==> config.mk <==
export PLATFORM = sky130hd
export DESIGN_NAME = html_input_newline_null_normalizer_flat
export DESIGN_NICKNAME = d
export VERILOG_FILES = /design/src/hw/rtl/hnn_pkg.sv /design/src/hw/rtl/hnn_req_if.sv /design/src/hw/rtl/hnn_rsp_if.sv /design/src/hw/rtl/html_input_newline_null_normalizer.sv /design/src/hw/rtl/hnn_front.sv /design/src/hw/rtl/hnn_queue.sv /design/src/hw/rtl/hnn_back.sv /design/src/flat_wrapper.sv
export SDC_FILE = /design/constraint.sdc
export NUM_CORES = 1
export LEC_CHECK = 0
export ABC_CLOCK_PERIOD_IN_PS = 2550
export BUFFER_PORTS_ARGS = -buffer_cell sky130_fd_sc_hd__buf_2
export CORE_MARGIN = 2
export CORE_UTILIZATION = 57
export CTS_BUF_LIST = sky130_fd_sc_hd__clkbuf_2 sky130_fd_sc_hd__clkbuf_4 sky130_fd_sc_hd__clkbuf_8
export CTS_CLUSTER_DIAMETER = 200
export DETAILED_ROUTE_END_ITERATION = 6
export GPL_TIMING_DRIVEN = 0
export PLACE_DENSITY = 0.81
export SKIP_CTS_REPAIR_TIMING = 1
export SYNTH_ARGS = -nofsm -noshare
export SYNTH_HDL_FRONTEND = slang
export SYNTH_SLANG_ARGS = --single-unit
export TNS_END_PERCENT = 50
==> constraint.sdc <==
create_clock -name clock -period 2.55 [get_ports clock]
set_input_delay 0.3825 -clock clock [delete_from_list [all_inputs] [get_ports clock]]
set_output_delay 0.3825 -clock clock [all_outputs]
set_load 0.02 [all_outputs]
==> src/hw/rtl/hnn_pkg.sv <==
package hnn_pkg;

   localparam int unsigned BYTE_W      = 8;
   localparam int unsigned NULL_MODE_W = 2;
   localparam int unsigned CSR_INDEX_W = 1;
   localparam int unsigned CSR_DATA_W  = 2;
   localparam int unsigned QUEUE_DEPTH = 2;
   localparam int unsigned QPTR_W      = $clog2(QUEUE_DEPTH);
   localparam int unsigned QCNT_W      = $clog2(QUEUE_DEPTH + 1);

   localparam logic [BYTE_W-1:0] CH_CR     = 8'h0D;
   localparam logic [BYTE_W-1:0] CH_LF     = 8'h0A;
   localparam logic [BYTE_W-1:0] CH_NUL    = 8'h00;
   localparam logic [BYTE_W-1:0] CH_UPPER_A = 8'h41;
   localparam logic [BYTE_W-1:0] CH_UPPER_Z = 8'h5A;
   localparam logic [BYTE_W-1:0] CASE_OFFSET = 8'h20;

   localparam logic [NULL_MODE_W-1:0] NULL_KEEP    = 2'd0;
   localparam logic [NULL_MODE_W-1:0] NULL_DROP    = 2'd1;
   localparam logic [NULL_MODE_W-1:0] NULL_REPLACE = 2'd2;

   localparam logic [CSR_INDEX_W-1:0] CSR_NULL_MODE = 1'd0;
   localparam logic [CSR_INDEX_W-1:0] CSR_LOWERCASE = 1'd1;

   // Position within the three-byte U+FFFD sequence
   typedef enum logic [1:0] {
      SEQ_FIRST  = 2'd0,
      SEQ_SECOND = 2'd1,
      SEQ_THIRD  = 2'd2
   } seq_type;

   typedef enum logic {
      KIND_BYTE,
      KIND_FFFD
   } kind_type;

   typedef struct packed {
      kind_type          kind;
      logic [BYTE_W-1:0] data;
   } entry_type;

   typedef struct packed {
      logic [NULL_MODE_W-1:0] null_mode;
      logic                   lowercase_enable;
   } cfg_type;

   function automatic logic [BYTE_W-1:0] fffd_byte(seq_type seq);
      logic [BYTE_W-1:0] b;
      unique case (seq)
         SEQ_FIRST:  b = 8'hEF;
         SEQ_SECOND: b = 8'hBF;
         SEQ_THIRD:  b = 8'hBD;
         default:    b = 8'hBD;
      endcase
      return b;
   endfunction

endpackage

==> src/hw/rtl/hnn_req_if.sv <==
interface hnn_req_if
   import hnn_pkg::*;
();
   logic              valid;
   logic              ready;
   logic [BYTE_W-1:0] in_byte;
   logic              end_of_input;

   modport source (output valid, output in_byte, output end_of_input, input ready);
   modport sink   (input valid, input in_byte, input end_of_input, output ready);
endinterface

==> src/hw/rtl/hnn_rsp_if.sv <==
interface hnn_rsp_if
   import hnn_pkg::*;
();
   logic              valid;
   logic              ready;
   logic [BYTE_W-1:0] out_byte;
   logic              last_of_run;

   modport source (output valid, output out_byte, output last_of_run, input ready);
   modport sink   (input valid, input out_byte, input last_of_run, output ready);
endinterface

==> src/hw/rtl/html_input_newline_null_normalizer.sv <==
// An accepted byte is written into the queue and then loaded into the output register
// as its first output beat. Throughput: one input byte per cycle while the queue
// has room; a NUL replaced by U+FFFD holds the output register for three beats, so
// the queue takes one more byte and the input then stalls until the queue has room.
// Reset (synchronous, active high): clears the pending CR, the queue and the
// output register; null_mode returns to 2 and lowercase_enable to 0.
module html_input_newline_null_normalizer
   import hnn_pkg::*;
(
   input  logic                   clock,
   input  logic                   reset,
   hnn_req_if.sink                req_bus,
   hnn_rsp_if.source              rsp_bus,
   input  logic                   csr_wr_en,
   input  logic [CSR_INDEX_W-1:0] csr_index,
   input  logic [CSR_DATA_W-1:0]  csr_wr_data
);

   cfg_type   cfg_ff;
   logic      queue_full;
   logic      push;
   entry_type push_entry;
   logic      pop;
   entry_type head;
   logic      not_empty;

   always_ff @(posedge clock) begin
      if (reset) begin
         cfg_ff.null_mode        <= NULL_REPLACE;
         cfg_ff.lowercase_enable <= 1'b0;
      end else if (csr_wr_en) begin
         unique case (csr_index)
            CSR_NULL_MODE: cfg_ff.null_mode        <= csr_wr_data[NULL_MODE_W-1:0];
            CSR_LOWERCASE: cfg_ff.lowercase_enable <= csr_wr_data[0];
            default:       cfg_ff                  <= cfg_ff;
         endcase
      end
   end

   hnn_front u_front (
      .clock      (clock),
      .reset      (reset),
      .req_bus    (req_bus),
      .cfg        (cfg_ff),
      .queue_full (queue_full),
      .push       (push),
      .push_entry (push_entry)
   );

   hnn_queue u_queue (
      .clock      (clock),
      .reset      (reset),
      .push       (push),
      .push_entry (push_entry),
      .full       (queue_full),
      .pop        (pop),
      .head       (head),
      .not_empty  (not_empty)
   );

   hnn_back u_back (
      .clock     (clock),
      .reset     (reset),
      .head      (head),
      .not_empty (not_empty),
      .pop       (pop),
      .rsp_bus   (rsp_bus)
   );

endmodule

==> src/hw/rtl/hnn_front.sv <==
module hnn_front
   import hnn_pkg::*;
(
   input  logic       clock,
   input  logic       reset,
   hnn_req_if.sink    req_bus,
   input  cfg_type    cfg,
   input  logic       queue_full,
   output logic       push,
   output entry_type  push_entry
);

   logic pending_cr_ff;
   logic pending_cr_in;
   logic accept;

   assign req_bus.ready = !queue_full;
   assign accept        = req_bus.valid && !queue_full;

   always_comb begin
      pending_cr_in   = pending_cr_ff;
      push            = 1'b0;
      push_entry.kind = KIND_BYTE;
      push_entry.data = req_bus.in_byte;
      if (accept) begin
         pending_cr_in = 1'b0;
         priority if (req_bus.end_of_input) begin
            push = 1'b0;
         end else if (req_bus.in_byte == CH_CR) begin
            pending_cr_in   = 1'b1;
            push            = 1'b1;
            push_entry.data = CH_LF;
         end else if (req_bus.in_byte == CH_LF && pending_cr_ff) begin
            // drop LF of a CR LF pair
            push = 1'b0;
         end else if (req_bus.in_byte == CH_NUL) begin
            priority if (cfg.null_mode == NULL_KEEP) begin
               push = 1'b1;
            end else if (cfg.null_mode == NULL_DROP) begin
               push = 1'b0;
            end else begin
               push            = 1'b1;
               push_entry.kind = KIND_FFFD;
            end
         end else begin
            push = 1'b1;
            if (cfg.lowercase_enable && req_bus.in_byte >= CH_UPPER_A &&
                req_bus.in_byte <= CH_UPPER_Z) begin
               push_entry.data = req_bus.in_byte + CASE_OFFSET;
            end
         end
      end
   end

   always_ff @(posedge clock) begin
      if (reset) begin
         pending_cr_ff <= 1'b0;
      end else begin
         pending_cr_ff <= pending_cr_in;
      end
   end

endmodule

==> src/hw/rtl/hnn_queue.sv <==
module hnn_queue
   import hnn_pkg::*;
(
   input  logic      clock,
   input  logic      reset,
   input  logic      push,
   input  entry_type push_entry,
   output logic      full,
   input  logic      pop,
   output entry_type head,
   output logic      not_empty
);

   entry_type         entry_ff [QUEUE_DEPTH];
   logic [QPTR_W-1:0] wr_ptr_ff;
   logic [QPTR_W-1:0] rd_ptr_ff;
   logic [QCNT_W-1:0] count_ff;
   logic [QCNT_W-1:0] count_in;

   assign full      = (count_ff == QCNT_W'(QUEUE_DEPTH));
   assign not_empty = (count_ff != '0);
   assign head      = entry_ff[rd_ptr_ff];

   always_comb begin
      count_in = count_ff;
      unique case ({push, pop})
         2'b10:   count_in = count_ff + 1'b1;
         2'b01:   count_in = count_ff - 1'b1;
         default: count_in = count_ff;
      endcase
   end

   always_ff @(posedge clock) begin
      if (push) begin
         entry_ff[wr_ptr_ff] <= push_entry;
      end
   end

   always_ff @(posedge clock) begin
      if (reset) begin
         wr_ptr_ff <= '0;
         rd_ptr_ff <= '0;
         count_ff  <= '0;
      end else begin
         count_ff <= count_in;
         if (push) begin
            wr_ptr_ff <= (wr_ptr_ff == QPTR_W'(QUEUE_DEPTH - 1)) ? '0 : wr_ptr_ff + 1'b1;
         end
         if (pop) begin
            rd_ptr_ff <= (rd_ptr_ff == QPTR_W'(QUEUE_DEPTH - 1)) ? '0 : rd_ptr_ff + 1'b1;
         end
      end
   end

endmodule

==> src/hw/rtl/hnn_back.sv <==
module hnn_back
   import hnn_pkg::*;
(
   input  logic      clock,
   input  logic      reset,
   input  entry_type head,
   input  logic      not_empty,
   output logic      pop,
   hnn_rsp_if.source rsp_bus
);

   logic              valid_ff;
   logic              valid_in;
   logic [BYTE_W-1:0] byte_ff;
   logic [BYTE_W-1:0] byte_in;
   logic              last_ff;
   logic              last_in;
   seq_type           seq_ff;
   seq_type           seq_in;
   logic              load;

   // output register free, or its beat is taken this cycle
   assign load = !valid_ff || rsp_bus.ready;

   always_comb begin
      valid_in = valid_ff;
      byte_in  = byte_ff;
      last_in  = last_ff;
      seq_in   = seq_ff;
      pop      = 1'b0;
      if (load) begin
         valid_in = not_empty;
         if (not_empty) begin
            unique case (head.kind)
               KIND_BYTE: begin
                  byte_in = head.data;
                  last_in = 1'b1;
                  pop     = 1'b1;
               end
               KIND_FFFD: begin
                  byte_in = fffd_byte(seq_ff);
                  last_in = (seq_ff == SEQ_THIRD);
                  pop     = (seq_ff == SEQ_THIRD);
                  unique case (seq_ff)
                     SEQ_FIRST:  seq_in = SEQ_SECOND;
                     SEQ_SECOND: seq_in = SEQ_THIRD;
                     default:    seq_in = SEQ_FIRST;
                  endcase
               end
               default: begin
                  byte_in = head.data;
                  last_in = 1'b1;
                  pop     = 1'b1;
               end
            endcase
         end
      end
   end

   always_ff @(posedge clock) begin
      if (reset) begin
         valid_ff <= 1'b0;
         seq_ff   <= SEQ_FIRST;
      end else begin
         valid_ff <= valid_in;
         seq_ff   <= seq_in;
      end
   end

   always_ff @(posedge clock) begin
      byte_ff <= byte_in;
      last_ff <= last_in;
   end

   assign rsp_bus.valid       = valid_ff;
   assign rsp_bus.out_byte    = byte_ff;
   assign rsp_bus.last_of_run = last_ff;

endmodule

==> src/flat_wrapper.sv <==
// flat-port wrapper written by rule: the top's interface ports become plain ports
module html_input_newline_null_normalizer_flat import hnn_pkg::*;
  (clock, reset, csr_wr_en, csr_index, csr_wr_data, req_bus_valid, req_bus_in_byte, req_bus_end_of_input, req_bus_ready, rsp_bus_valid, rsp_bus_out_byte, rsp_bus_last_of_run, rsp_bus_ready);
  hnn_req_if req_bus_i ();
  hnn_rsp_if rsp_bus_i ();
  input  logic clock;
  input  logic reset;
  input  logic csr_wr_en;
  input  logic [CSR_INDEX_W-1:0] csr_index;
  input  logic [CSR_DATA_W-1:0] csr_wr_data;
  input wire logic [$bits(req_bus_i.valid)-1:0] req_bus_valid;
  input wire logic [$bits(req_bus_i.in_byte)-1:0] req_bus_in_byte;
  input wire logic [$bits(req_bus_i.end_of_input)-1:0] req_bus_end_of_input;
  output wire logic [$bits(req_bus_i.ready)-1:0] req_bus_ready;
  output wire logic [$bits(rsp_bus_i.valid)-1:0] rsp_bus_valid;
  output wire logic [$bits(rsp_bus_i.out_byte)-1:0] rsp_bus_out_byte;
  output wire logic [$bits(rsp_bus_i.last_of_run)-1:0] rsp_bus_last_of_run;
  input wire logic [$bits(rsp_bus_i.ready)-1:0] rsp_bus_ready;
  assign req_bus_i.valid = req_bus_valid;
  assign req_bus_i.in_byte = req_bus_in_byte;
  assign req_bus_i.end_of_input = req_bus_end_of_input;
  assign req_bus_ready = req_bus_i.ready;
  assign rsp_bus_valid = rsp_bus_i.valid;
  assign rsp_bus_out_byte = rsp_bus_i.out_byte;
  assign rsp_bus_last_of_run = rsp_bus_i.last_of_run;
  assign rsp_bus_i.ready = rsp_bus_ready;
  html_input_newline_null_normalizer u_core (.clock(clock), .reset(reset), .req_bus(req_bus_i), .rsp_bus(rsp_bus_i), .csr_wr_en(csr_wr_en), .csr_index(csr_index), .csr_wr_data(csr_wr_data));
endmodule
==> results list <==
- F_max: 0.447 GHz
- Cells after Synth: 139
- Ratio of cells with drive above 1 in the final layout: 24.1%
- Counting the buffers created by CTS gives 5.
- Period utilisation layout: 87.8%
- The commonest cells after synthesis are 27 x sky130_fd_sc_hd__edfxtp_1, 17 x sky130_fd_sc_hd__nor2_1, 13 x sky130_fd_sc_hd__nand2_1.
- Final setup violation count: 0
- Once routing completed, OpenROAD measured the worst setup slack at 0.311 ns.
- Detail-routed net length per standard cell: 14.0 µm
* Total Die Area: 0.00341 mm²
- Global routing used between 10% and 20% of the available tracks across all layers.
* Core region area: 0.00278 mm²
- Bufs and invs on worst path: 1
- Most repeated cell in the gate-level netlist after synthesis: sky130_fd_sc_hd__edfxtp_1
- Data on the critical path arrives at its endpoint at 2.51 ns.
* Share of synthesized registers carrying an async set or reset: 0%
- During synthesis, Yosys emitted a total of 0 warnings.
- # DRC: 0
- Clock insertion delay at the later pin of the skew report: 0.34 ns
- Levels on crit path: 6
- Leftover overflow at the end of global routing: 0
- The number of cells on the worst reg-to-reg path is 6.
- Y dimension of the die: just under 60 µm
- Final net count: roughly 190
- Mean number of vias per cell: 5.55
- Startpoint Class: flip-flop
- Setup clock skew after layout: ~0.015 ns
* Total count of hold-check failures in the final report: 0
- Most area-consuming cells after synthesis: sky130_fd_sc_hd__edfxtp_1 48%, sky130_fd_sc_hd__dfxtp_1 14%, sky130_fd_sc_hd__mux2i_1 5.9%
* Distinct cell type count after synthesis: 38
- Synth Flop Type: sky130_fd_sc_hd__edfxtp_1
- Horizontal die dimension: 58.4 µm
- GPL Wtd Cong: 0.788
* Post-DP HPWL: 2160 µm
- Antenna violations before repair: 0
- Leak pwr: 0.719 nW
* Clock transition at the registers of the reported paths: 0.11 ns
- Maximum buffer depth of the clock tree: 2
* Via count of the first global-routing pass: 1075
- Avg Inst Size Synth: between 10 and 15 µm²
- After synthesis the netlist holds a flip-flop and latch count of 39.
- At the pin with the least slew margin, the transition time is 0.749 ns.
* Internal reg-to-reg setup slack: 0.31 ns
- The smallest clock period supported by the final layout is computed as 2.24 ns.
- The number of nets handed over by synthesis was 158.
- Ant. Diodes: 0
- Largest delay share family, worst path: multiplexers
- Synthesized area: 0.00169 mm²
- Area share of the largest cell type after synthesis: 48.0%
* Pin count of the biggest net entering global routing: 13
* CP required: 2.82 ns
- Worst Path Class, Setup: reg -> reg
- Routed wire length: 2870 µm
- Routed via count: around 1100
- Endpoint of the worst-slack reg-to-reg timing path: u_core.u_queue.count_ff[1]
- Count of maximum capacitance violations: 0
* Pwr dens: 950 mW/mm²
- Once detail routing completed, the nets flagged for antenna violations numbered 0.
- Setup repair after global routing left no endpoint under its margin.
- The initialized floorplan defines 19 standard-cell rows.
- In this design, the stage delay of the slowest critical-path cell is 0.43 ns.
- Clock tree from TritonCTS: done
* Cell at the root of the clock tree: sky130_fd_sc_hd__clkbuf_4
- Input and output buffers added on the ports amount to 27.
- Area leader, netlist: sky130_fd_sc_hd__edfxtp_1
- Final count of pins violating max slew: 0
- Fillcell total: 192
- Crit path capture type: flip-flop
* Largest vdd supply drop: around 860 µV
* Share of synthesized area occupied by flip-flops and latches: between 60% and 70%
- The first global-routing pass estimated 4650 µm of wire.
- Measured against its own limit, the worst slew margin works out to 49.9%.
- In this run the number of H-tree levels came out at 2.
- In this run, the number of DRC markers left after iteration 0 of detailed routing was 23.
* Slowest CP cell: sky130_fd_sc_hd__mux2_2
- Worst Path Max Fanout: 10
- Pin placement for this block handled 28 I/O pins.
- Starting utilization of the core area: 60.7%
- Class of the tightest hold or removal check: in -> reg
- Following the worst setup path forward leads to its endpoint at u_core.u_queue.count_ff[1].
- Worst-path cell chain: buf_2 -> mux2_2 -> a211oi_2 -> ha_1 -> or3_1 -> a21oi_1
- OpenSTA, run right after detailed placement, puts the worst setup slack at 0.161 ns.
- Count of flip-flops with a built-in enable after synthesis: 27
* Outcome: complete, no violations
* Detailed-router iteration count before antenna repair: 5
- Total Negative Setup Slacks: 0 ns
- Clock sink count: 39
* P&R area growth vs syn: 14.8%
cell families after synthesis:
kind of cell | count (synthesis) | synth area share, %
DFF | 39 | 62.2
buffers and inverters | 9 | 2.07
AOI/OAI and AO/OA | 18 | 8.22
xor gates and xnor gates | 3 | 1.56
and+or+nand+nor | 56 | 17.0
muxes | 12 | 7.48
adders and majority gates | 2 | 1.48
tightest hold or removal path: stages:
cell                       delay (ns)
sky130_fd_sc_hd__buf_2           0.07
sky130_fd_sc_hd__nand2_1         0.04
sky130_fd_sc_hd__o211ai_1        0.07
how the worst min path moves through the flow:
stage | startpoint | endpoint | slack, ns | depth (start not counted)
final | csr_wr_data[1] | u_core.cfg_ff[2] | 0.26 | 3
after global routing | csr_wr_data[1] | u_core.cfg_ff[2] | 0.27 | 3
after CTS | csr_wr_data[1] | u_core.cfg_ff[2] | 0.25 | 3
after detailed placement | u_core.cfg_ff[1] | u_core.cfg_ff[1] | 0.49 | 2
after global placement | u_core.cfg_ff[0] | u_core.cfg_ff[0] | 0.48 | 2
after floorplan | u_core.cfg_ff[0] | u_core.cfg_ff[0] | 0.44 | 2
flip-flops by register name, indices dropped and copies added, names as in the netlist, named ones only:
name                               cells
u_core.cfg_ff                          3
u_core.u_back.rsp_bus.last_of_run      1
u_core.u_back.rsp_bus.out_byte         8
u_core.u_back.rsp_bus.valid            1
u_core.u_back.seq_ff                   2
u_core.u_front.pending_cr_ff           1
u_core.u_queue.count_ff                2
u_core.u_queue.entry_ff               18
u_core.u_queue.rd_ptr_ff               1
u_core.u_queue.wr_ptr_ff               1
report_power, final:
group	internal, W	total (W)	switching [W]	leakage, nW
clock	0.000202	0.000388	0.000186	0.0426
sequential	0.000840	0.000894	0.0000536	0.344
combinational	0.000208	0.000560	0.000353	0.332
total	0.00125	0.00184	0.000592	0.719
stage by stage:
step                utilization [%]  hold WS, ns  instances  total power [W]  instance area [µm²]
finish                         69.7        0.262        205          0.00184                 1940
global route                   69.7        0.268        205          0.00194                 1940
CTS                            69.7        0.251        205          0.00185                 1940
detailed placement             67.0        0.493        197          0.00146                 1860
global placement               67.0        0.476        197          0.00144                 1860
floorplan                         -        0.437        139          0.00131                 1690
layout make-up:
class,count,area [µm²],share of cell area (%)
Tap cell,31,38.8,2.00
Multi-Input combinational cell,91,603,31.1
Buffer,4,16.3,0.839
Clock inverter,3,38.8,2.00
Timing Repair Buffer,27,135,6.97
Clock buffer,5,37.5,1.94
Inverter,5,18.8,0.968
Sequential cell,39,1050,54.2
placed cells by master (no fill, tap or decap), types with 2 or more instances in the layout:
cell type | Yosys | layout
sky130_fd_sc_hd__a21oi_1 | 7 | 7
sky130_fd_sc_hd__buf_2 | 1 | 28
sky130_fd_sc_hd__clkbuf_1 | 3 | 3
sky130_fd_sc_hd__clkbuf_4 | 0 | 5
sky130_fd_sc_hd__dfxtp_1 | 12 | 12
sky130_fd_sc_hd__edfxtp_1 | 27 | 27
sky130_fd_sc_hd__ha_1 | 2 | 2
sky130_fd_sc_hd__inv_1 | 4 | 4
sky130_fd_sc_hd__mux2i_1 | 10 | 10
sky130_fd_sc_hd__nand2_1 | 13 | 13
sky130_fd_sc_hd__nand2b_1 | 2 | 2
sky130_fd_sc_hd__nor2_1 | 17 | 17
sky130_fd_sc_hd__nor2b_1 | 6 | 6
sky130_fd_sc_hd__nor3_1 | 4 | 4
sky130_fd_sc_hd__nor4_1 | 2 | 2
sky130_fd_sc_hd__o21ai_0 | 2 | 2
sky130_fd_sc_hd__or2_1 | 2 | 2
sky130_fd_sc_hd__or3_1 | 3 | 3
sky130_fd_sc_hd__xnor2_1 | 2 | 2
layer usage:
metal | global-route usage [%] | share of wire (%)
met2 | 34.3 | 51
met3 | 6.59 | 6.0
met4 | 5.98 | 1.6
met1 | 20.5 | 42
met5 | 0 | 0
(Power assumes the default switching activity.)
